[src/assert_macros.svh]
// Concurrent assertion helpers, clocked on clk with asynchronous reset arst_n.
`ifndef ASSERT_MACROS_SVH
`define ASSERT_MACROS_SVH

// Check that prop holds at every rising edge outside reset.
`define ASSERT_ALWAYS(label, prop, msg) \
	label: assert property (@(posedge clk) disable iff (!arst_n) (prop)) \
		else $error(msg);

// Check that cons holds in the same cycle whenever ante holds.
`define ASSERT_IMPLIES(label, ante, cons, msg) \
	label: assert property (@(posedge clk) disable iff (!arst_n) (ante) |-> (cons)) \
		else $error(msg);

`endif

[src/b64w_pkg.sv]
package b64w_pkg;

	localparam int unsigned CharW   = 8;
	localparam int unsigned SextetW = 6;
	localparam int unsigned WordW   = 32;
	localparam int unsigned IndexW  = 16;
	localparam int unsigned FcountW = 17;
	localparam logic [FcountW-1:0] FcountReset = 17'd128;

	typedef enum logic [1:0] {
		CLS_OK  = 2'd0,
		CLS_PAD = 2'd1,
		CLS_BAD = 2'd2
	} sym_class_t;

	typedef struct packed {
		sym_class_t               cls;
		logic [SextetW-1:0]       val;
	} symbol_t;

	typedef struct packed {
		logic [WordW-1:0]  word_bits;
		logic [IndexW-1:0] word_index;
		logic              is_status;
		logic              short_input;
		logic              stopped_early;
		logic              last_of_run;
	} result_t;

	function automatic symbol_t classify(input logic [CharW-1:0] c);
		symbol_t s;
		s.cls = CLS_OK;
		s.val = '0;
		if (c >= "A" && c <= "Z") begin
			s.val = SextetW'(c - 8'd65);
		end else if (c >= "a" && c <= "z") begin
			s.val = SextetW'(c - 8'd97 + 8'd26);
		end else if (c >= "0" && c <= "9") begin
			s.val = SextetW'(c - 8'd48 + 8'd52);
		end else if (c == "+") begin
			s.val = 6'd62;
		end else if (c == "/") begin
			s.val = 6'd63;
		end else if (c == "=") begin
			s.cls = CLS_PAD;
		end else begin
			s.cls = CLS_BAD;
		end
		return s;
	endfunction

endpackage

[src/b64w_if.sv]
interface b64w_in_if;
	logic                          valid;
	logic                          ready;
	logic [b64w_pkg::CharW-1:0]    char_code;
	logic                          end_of_string;

	modport source (output valid, char_code, end_of_string, input ready);
	modport sink (input valid, char_code, end_of_string, output ready);
endinterface

interface b64w_out_if;
	logic                          valid;
	logic                          ready;
	logic [b64w_pkg::WordW-1:0]    word_bits;
	logic [b64w_pkg::IndexW-1:0]   word_index;
	logic                          is_status;
	logic                          short_input;
	logic                          stopped_early;
	logic                          last_of_run;

	modport source (output valid, word_bits, word_index, is_status, short_input,
		stopped_early, last_of_run, input ready);
	modport sink (input valid, word_bits, word_index, is_status, short_input,
		stopped_early, last_of_run, output ready);
endinterface

[src/base64_to_word_decoder.sv]
// Base64 character stream to 32-bit word decoder.
// chars: one ASCII character per transaction, end_of_string on the last one.
// words: decoded words (first byte in bits 7:0) with their index, and after
//   the last character one status transaction (short_input, stopped_early).
// cfg_we/cfg_wdata: float_count, the number of words expected; write only
//   while no transaction is in flight.
// Throughput: one character per cycle while the word channel keeps up; a
//   character that ends the string yields up to two transactions, and the
//   word channel moves one per cycle, so that sets the long-run rate.
// Path: a character is taken into the input register, and its results are
//   then written into the four-entry result queue that drives words.
// Reset: stream state clears and float_count returns to 128.
// Stall: the queue absorbs up to four results; chars.ready drops once the
//   queue cannot take two more, so nothing is lost or repeated.
`include "assert_macros.svh"

module base64_to_word_decoder #(
	parameter int unsigned MAX_WORDS = 65536
) (
	input  logic                           clk,
	input  logic                           arst_n,
	input  logic                           cfg_we,
	input  logic [b64w_pkg::FcountW-1:0]   cfg_wdata,
	b64w_in_if.sink                        chars,
	b64w_out_if.source                     words
);

	localparam int unsigned CountW = $clog2(MAX_WORDS * 4 + 1);
	localparam int unsigned QDepth = 4;
	localparam int unsigned QPtrW  = 2;

	logic [b64w_pkg::FcountW-1:0]  fc_q;
	logic                          valid_s1;
	logic [b64w_pkg::CharW-1:0]    ch_s1;
	logic                          eos_s1;

	logic [1:0]                    qpos_q;
	logic [17:0]                   sextets_q;
	logic [5:0]                    classes_q;
	logic                          halted_q;
	logic [23:0]                   pw_q;
	logic [CountW-1:0]             bc_q;

	b64w_pkg::result_t             queue_q [QDepth];
	logic [QPtrW-1:0]              wr_q, rd_q;
	logic [QPtrW:0]                cnt_q;

	logic                          advance;
	logic                          pop;
	b64w_pkg::symbol_t             sym;
	logic [CountW-1:0]             limit;
	logic [CountW-1:0]             room;
	logic [1:0]                    n_en, n_keep;
	logic [7:0]                    bytes [3];
	logic [1:0]                    qpos_d;
	logic [17:0]                   sextets_d;
	logic [5:0]                    classes_d;
	logic                          halted_d;
	logic [23:0]                   pw_d;
	logic [CountW-1:0]             bc_d;
	logic                          have_word;
	logic [b64w_pkg::WordW-1:0]    word;
	logic [b64w_pkg::IndexW-1:0]   widx;
	b64w_pkg::result_t             word_res, stat_res, e0, e1;
	logic [1:0]                    n_push;

	assign advance     = valid_s1 && (cnt_q <= (QPtrW+1)'(QDepth - 2));
	assign chars.ready = !valid_s1 || advance;
	assign pop         = words.valid && words.ready;

	always_ff @(posedge clk or negedge arst_n) begin
		if (!arst_n) begin
			fc_q <= b64w_pkg::FcountReset;
		end else if (cfg_we) begin
			fc_q <= cfg_wdata;
		end
	end

	always_ff @(posedge clk or negedge arst_n) begin
		if (!arst_n) begin
			valid_s1 <= 1'b0;
		end else if (chars.ready) begin
			valid_s1 <= chars.valid;
		end
	end

	always_ff @(posedge clk) begin
		if (chars.valid && chars.ready) begin
			ch_s1  <= chars.char_code;
			eos_s1 <= chars.end_of_string;
		end
	end

	always_comb begin
		logic [2:0]              lane;
		logic [CountW-1:0]       pos;
		logic [1:0]              s_lane;
		logic [5:0]              s0, s1, s2;
		logic [1:0]              c0, c1, c2;
		sym       = b64w_pkg::classify(ch_s1);
		limit     = (fc_q > b64w_pkg::FcountW'(MAX_WORDS)) ? CountW'(MAX_WORDS * 4)
			: CountW'({fc_q, 2'b00});
		room      = (bc_q >= limit) ? '0 : limit - bc_q;
		qpos_d    = qpos_q;
		sextets_d = sextets_q;
		classes_d = classes_q;
		halted_d  = halted_q;
		pw_d      = pw_q;
		bc_d      = bc_q;
		have_word = 1'b0;
		word      = '0;
		widx      = '0;
		n_en      = '0;
		n_keep    = '0;
		s0 = sextets_q[17:12];
		s1 = sextets_q[11:6];
		s2 = sextets_q[5:0];
		c0 = classes_q[5:4];
		c1 = classes_q[3:2];
		c2 = classes_q[1:0];
		bytes[0] = {s0, s1[5:4]};
		bytes[1] = {s1[3:0], s2[5:2]};
		bytes[2] = {s2[1:0], sym.val};
		lane = '0;
		pos  = bc_q;
		if (!halted_q) begin
			if (qpos_q != 2'd3) begin
				sextets_d = {sextets_q[11:0], sym.val};
				classes_d = {classes_q[3:0], sym.cls};
				qpos_d    = qpos_q + 2'd1;
			end else begin
				if (c0 != b64w_pkg::CLS_OK || c1 != b64w_pkg::CLS_OK) begin
					halted_d = 1'b1;
				end else if (c2 != b64w_pkg::CLS_OK) begin
					n_en = 2'd1;
				end else if (sym.cls != b64w_pkg::CLS_OK) begin
					n_en = 2'd2;
				end else begin
					n_en = 2'd3;
				end
				n_keep = (room < CountW'(n_en)) ? room[1:0] : n_en;
				for (int k = 0; k < 3; k++) begin
					if (k < n_keep) begin
						s_lane = pos[1:0];
						case (s_lane)
							2'd0: pw_d[7:0]   = bytes[k];
							2'd1: pw_d[15:8]  = bytes[k];
							2'd2: pw_d[23:16] = bytes[k];
							default: begin
								word      = {bytes[k], pw_d};
								widx      = b64w_pkg::IndexW'(pos >> 2);
								have_word = 1'b1;
								pw_d      = '0;
							end
						endcase
						pos  = pos + CountW'(1);
						lane = lane + 3'd1;
					end
				end
				bc_d      = pos;
				qpos_d    = '0;
				sextets_d = '0;
				classes_d = '0;
			end
		end
		word_res.word_bits     = word;
		word_res.word_index    = widx;
		word_res.is_status     = 1'b0;
		word_res.short_input   = 1'b0;
		word_res.stopped_early = 1'b0;
		word_res.last_of_run   = !eos_s1;
		stat_res.word_bits     = '0;
		stat_res.word_index    = '0;
		stat_res.is_status     = 1'b1;
		stat_res.short_input   = (bc_d < limit);
		stat_res.stopped_early = halted_d;
		stat_res.last_of_run   = 1'b1;
		e0     = have_word ? word_res : stat_res;
		e1     = stat_res;
		n_push = 2'(have_word) + 2'(eos_s1);
		if (lane > 3'd3) begin
			n_push = '0;
		end
	end

	always_ff @(posedge clk or negedge arst_n) begin
		if (!arst_n) begin
			qpos_q    <= '0;
			sextets_q <= '0;
			classes_q <= '0;
			halted_q  <= 1'b0;
			pw_q      <= '0;
			bc_q      <= '0;
		end else if (advance) begin
			if (eos_s1) begin
				qpos_q    <= '0;
				sextets_q <= '0;
				classes_q <= '0;
				halted_q  <= 1'b0;
				pw_q      <= '0;
				bc_q      <= '0;
			end else begin
				qpos_q    <= qpos_d;
				sextets_q <= sextets_d;
				classes_q <= classes_d;
				halted_q  <= halted_d;
				pw_q      <= pw_d;
				bc_q      <= bc_d;
			end
		end
	end

	always_ff @(posedge clk) begin
		if (advance && n_push != 2'd0) begin
			queue_q[wr_q] <= e0;
		end
		if (advance && n_push == 2'd2) begin
			queue_q[wr_q + QPtrW'(1)] <= e1;
		end
	end

	always_ff @(posedge clk or negedge arst_n) begin
		if (!arst_n) begin
			wr_q  <= '0;
			rd_q  <= '0;
			cnt_q <= '0;
		end else begin
			if (advance) begin
				wr_q <= wr_q + QPtrW'(n_push);
			end
			if (pop) begin
				rd_q <= rd_q + QPtrW'(1);
			end
			cnt_q <= cnt_q + (advance ? (QPtrW+1)'(n_push) : '0)
				- (QPtrW+1)'(pop);
		end
	end

	assign words.valid         = (cnt_q != '0);
	assign words.word_bits     = queue_q[rd_q].word_bits;
	assign words.word_index    = queue_q[rd_q].word_index;
	assign words.is_status     = queue_q[rd_q].is_status;
	assign words.short_input   = queue_q[rd_q].short_input;
	assign words.stopped_early = queue_q[rd_q].stopped_early;
	assign words.last_of_run   = queue_q[rd_q].last_of_run;

	`ASSERT_ALWAYS(a_queue_bound, cnt_q <= (QPtrW+1)'(QDepth), "result queue overflow")
	`ASSERT_IMPLIES(a_status_last, words.valid && words.is_status,
		words.last_of_run && words.word_bits == '0, "malformed status transaction")
	`ASSERT_IMPLIES(a_word_flags, words.valid && !words.is_status,
		!words.short_input && !words.stopped_early, "status flags on a word")
	`ASSERT_IMPLIES(a_input_stall, valid_s1 && !advance, !chars.ready,
		"character taken while the input stage is held")

endmodule
[src/flat_wrapper.sv]
// flat-port wrapper written by rule: the top's interface ports become plain ports
module base64_to_word_decoder_flat 
#(
	parameter int unsigned MAX_WORDS = 65536
)
  (clk, arst_n, cfg_we, cfg_wdata, chars_valid, chars_char_code, chars_end_of_string, chars_ready, words_valid, words_word_bits, words_word_index, words_is_status, words_short_input, words_stopped_early, words_last_of_run, words_ready);
  b64w_in_if chars_i ();
  b64w_out_if words_i ();
  input  logic clk;
  input  logic arst_n;
  input  logic cfg_we;
  input  logic [b64w_pkg::FcountW-1:0] cfg_wdata;
  input wire logic [$bits(chars_i.valid)-1:0] chars_valid;
  input wire logic [$bits(chars_i.char_code)-1:0] chars_char_code;
  input wire logic [$bits(chars_i.end_of_string)-1:0] chars_end_of_string;
  output wire logic [$bits(chars_i.ready)-1:0] chars_ready;
  output wire logic [$bits(words_i.valid)-1:0] words_valid;
  output wire logic [$bits(words_i.word_bits)-1:0] words_word_bits;
  output wire logic [$bits(words_i.word_index)-1:0] words_word_index;
  output wire logic [$bits(words_i.is_status)-1:0] words_is_status;
  output wire logic [$bits(words_i.short_input)-1:0] words_short_input;
  output wire logic [$bits(words_i.stopped_early)-1:0] words_stopped_early;
  output wire logic [$bits(words_i.last_of_run)-1:0] words_last_of_run;
  input wire logic [$bits(words_i.ready)-1:0] words_ready;
  assign chars_i.valid = chars_valid;
  assign chars_i.char_code = chars_char_code;
  assign chars_i.end_of_string = chars_end_of_string;
  assign chars_ready = chars_i.ready;
  assign words_valid = words_i.valid;
  assign words_word_bits = words_i.word_bits;
  assign words_word_index = words_i.word_index;
  assign words_is_status = words_i.is_status;
  assign words_short_input = words_i.short_input;
  assign words_stopped_early = words_i.stopped_early;
  assign words_last_of_run = words_i.last_of_run;
  assign words_i.ready = words_ready;
  base64_to_word_decoder #(.MAX_WORDS(MAX_WORDS)) u_core (.clk(clk), .arst_n(arst_n), .cfg_we(cfg_we), .cfg_wdata(cfg_wdata), .chars(chars_i), .words(words_i));
endmodule
[config.mk]
export PLATFORM = sky130hd
export DESIGN_NAME = base64_to_word_decoder_flat
export DESIGN_NICKNAME = d
export VERILOG_FILES = /design/src/b64w_pkg.sv /design/src/b64w_if.sv /design/src/base64_to_word_decoder.sv /design/src/flat_wrapper.sv
export VERILOG_INCLUDE_DIRS = /design/src /design/src/src
export SDC_FILE = /design/constraint.sdc
export NUM_CORES = 1
export LEC_CHECK = 0
export ABC_AREA = 0
export BUFFER_PORTS_ARGS = -buffer_cell sky130_fd_sc_hd__buf_4
export CORE_MARGIN = 2
export CORE_UTILIZATION = 56
export CTS_CLUSTER_SIZE = 30
export DETAILED_ROUTE_END_ITERATION = 10
export GPL_ROUTABILITY_DRIVEN = 1
export GPL_TIMING_DRIVEN = 0
export PLACE_DENSITY = 0.74
export REMOVE_ABC_BUFFERS = 1
export SLEW_MARGIN = 20
export SYNTH_ARGS = -nofsm -noshare
export SYNTH_HDL_FRONTEND = slang
export SYNTH_SLANG_ARGS = --single-unit
[constraint.sdc]
create_clock -name clk -period 13 [get_ports clk]
set_input_delay 1.95 -clock clk [delete_from_list [all_inputs] [get_ports clk]]
set_output_delay 1.95 -clock clk [all_outputs]
set_load 0.005 [all_outputs]
==> flow_summary_export.csv <==
group,metric,value,unit
grt,grt_max_degree,96,
layout,diodes,0,
logic_synthesis,async_flop_share,0.304,
layout,nNetsFinal,2178,
logic_synthesis,yosysWarnings,0,
layout,seq_area,6900,um2
critical_path,endpoint_kind,"register",
grt,grt-ovfl-total,0,
detailed_routing,drt-total-wl,54700,um
timing,worst_pin_slew,1.18,ns
placed_design,gp_congestion,0.983,
logic_synthesis,syn-instance-count,2095,
detailed_routing,drtIter0Drc,1786,
cts,clockRootBuffer,"clkbuf_16",
critical_path,cpMaxStageDelayCell,"o311ai_2",
logic_synthesis,netlist_area,18400,um2
power_and_ir_drop,irDropWorstVdd,115,uV
power_and_ir_drop,powerDensity,178,nW/um2
status,status,"complete, no violations",
job,maxCapViolCount,0,
floorplanning,core_area,32400,um2
cts,cts_buffers,36,
critical_path,cp_max_fo,32,
layout,fillers,2779,
floorplanning,dieArea,34200,um2
detailed_routing,drc_errors,0,
timing,period_minus_slack,12.31,ns
placed_design,dp_hpwl,37000,um
cts,clk_latency,0.54,ns
critical_path,crit_top_cell,"buf_4",
layout,fin_cells,2550,
detailed_routing,routedWlPerCell,21.4,um
layout,syn2layout_area_growth,12.1,%
logic_synthesis,synthFlopType,"dfxtp_1",
cts,cts_tree,"built",
grt,grt_use_total,0.317,
logic_synthesis,syn_avg_cell_area,8.76,um2
timing,skew,0.0283,ns
grt,grt_pass1_vias,15900,
timing,setup_viol,0,
detailed_routing,vias,16800,
cts,cts.clk_slew.worst_paths,0.06,ns
critical_path,crit_type,"register to register",
timing,hold_viol,0,
power_and_ir_drop,cellLeakagePower,7.81,nW
logic_synthesis,yosys_register_bits,312,
grt,grt_first_pass_wirelength,86200,um
layout,drive_above_1_share,0.143,
grt,antenna_found_initial,0,
detailed_routing,viasPerCell,6.57,
hold_path,hold_path_class,"register to register",
floorplanning,fp.dieW,185,um
placed_design,place_inst,2482,
timing,slew_viol_final,0,
placed_design,port_buffers,84,
cts,clockBufferDepth,3,
floorplanning,top_level_ports,85,
critical_path,arrival,12.69,ns
timing,whs,0.442,ns
critical_path,start_kind,"register",
detailed_routing,dr.pass1.iters,7,
logic_synthesis,synth.distinct_cells,97,
timing,fin_crit_sh,0.947,
floorplanning,start_util,0.567,
floorplanning,core.rowCount,66,
logic_synthesis,synth_edf_count,17,
cts,cts.sinks,312,
timing,max_slew_margin,0.211,
cts,htree_num_levels,2,
logic_synthesis,yosysSeqAreaShare,0.376,
floorplanning,die_h,185,um
layout,multi_input_area,10700,um2
power_and_ir_drop,total_power,3.66,mW
critical_path,critPathMaxStageDelay,0.72,ns
critical_path,cp.required,13.39,ns
timing,max_freq,0.0813,GHz
detailed_routing,ant_nets,0,
[metal layers]
metal	vias to the layer above	share of wire	routed length [um]	GRT usage
met5	-	0	0	0
met3	113	0.085	4670	0.0511
li1	7710	-	-	-
met1	8135	0.41	22600	0.430
met4	0	0.032	1730	0.112
met2	806	0.47	25700	0.516
[kinds of logic (layout without fill, tap and decap cells)]
| kind of cell | Yosys count | after routing | synth area share |
|---|---|---|---|
| multiplexers | 78 | 78 | 0.0793 |
| buffers and inverters | 221 | 234 | 0.0463 |
| AO/OA/AOI/OAI | 670 | 670 | 0.249 |
| adder cells (fa/ha/maj) | 66 | 66 | 0.0454 |
| AND/OR/NAND/NOR | 687 | 687 | 0.174 |
| XOR/XNOR | 61 | 61 | 0.0309 |
| flip-flops | 312 | 312 | 0.376 |
[cell usage after synthesis, drive strengths merged (22+ instances only)]
master / count / share of area
nand2: 337 / 0.069
o21ai: 250 / 0.068
dfxtp: 200 / 0.22
clkbuf: 138 / 0.028
nor2: 110 / 0.022
dfrtp: 94 / 0.13
a21oi: 82 / 0.023
a22o: 69 / 0.033
ha: 65 / 0.044
inv: 57 / 0.012
o211ai: 56 / 0.023
nand3: 53 / 0.015
mux4: 52 / 0.064
xnor2: 46 / 0.024
a32oi: 42 / 0.020
nor3: 36 / 0.0098
a2bb2oi: 28 / 0.013
buf: 23 / 0.0058
nand4: 22 / 0.0075
nor4: 22 / 0.0093
[per-stage QoR]
stage          worst slack, ns  utilization  TNS (ns)  cell area (um2)
6_report                 0.695        0.636         0            20600
4_1_cts                 0.0204        0.635         0            20500
3_3_place_gp             -4.10        0.584   -500.96            18900
2_1_floorplan             1.25            -         0            17700
5_1_grt                -0.0116        0.636   -0.0116            20600
3_5_place_dp            0.0814        0.599         0            19400
[placed cells by master (no fill, tap or decap), types with 19 or more instances in the layout]
master / n
nand2_1: 334
a21oi_1: 79
o21ai_0: 242
nor3_1: 35
a2bb2oi_1: 28
inv_1: 56
xnor2_1: 43
o211ai_1: 56
buf_4: 95
mux2_2: 19
a32oi_1: 42
dfrtp_1: 92
nand3_1: 49
mux4_2: 52
clkbuf_16: 37
a22o_1: 69
nor2_1: 109
ha_1: 64
and2_1: 20
dfxtp_1: 200
nand4_1: 22
[timing repair]
item,CTS,global route
resized for setup,0,2
endpoints found under the hold margin,0,0
buffers inserted,0,3
setup endpoints to repair,0,199
hold buffers,0,0
[flip-flops by register name, indices dropped and copies added, names as in the netlist]
name              flops
u_core.queue_q      208
u_core.halted_q       1
u_core.pw_q          24
u_core.sextets_q     18
u_core.fc_q          17
u_core.classes_q      6
u_core.rd_q           2
u_core.wr_q           2
u_core.qpos_q         2
u_core.valid_s1       1
u_core.eos_s1         1
u_core.ch_s1          8
u_core.cnt_q          3
u_core.bc_q          19
[critical path, delay by kind of cell, from the launching register on]
kind,cells,cell delay [ns]
DFF,1,0.40
muxes,1,0.39
buffers and inverters,11,2.35
AOI/OAI and AO/OA,13,3.79
and+or+nand+nor,11,3.52
adders and majority gates,5,1.65
[area by class of cell]
class	count	area share
repair buffers	109	0.0489
multi-input cells	1562	0.522
clock inverters	11	0.00371
well taps	442	0.0269
clock buffers	54	0.0525
flip-flops and latches	312	0.335
inverters	60	0.0109
[report_power, final]
group          total, mW  switching, mW  internal (mW)  leakage (nW)
sequential          1.20          0.152           1.05          3.03
clock              0.984          0.406          0.577         0.578
combinational       1.48          0.953          0.529          4.20
[worst paths after layout]
| check | startpoint | end | slack, ns | cells after the start |
|---|---|---|---|---|
| worst min-delay path | u_core.queue_q[2][3] | u_core.queue_q[2][3] | 0.44 | 2 |
| worst max-delay path | u_core.fc_q[10] | u_core.queue_q[0][6] | 0.69 | 41 |
| min in group asynchronous | arst_n | u_core.fc_q[13] | 1.50 | 1 |
| max in group asynchronous | arst_n | u_core.rd_q[1] | 10.72 | 1 |
| worst min register to register | u_core.queue_q[2][3] | u_core.queue_q[2][3] | 0.44 | 2 |
| worst max register to register | u_core.fc_q[10] | u_core.queue_q[0][6] | 0.69 | 41 |
No activity file was read; power rests on OpenSTA's default activity.
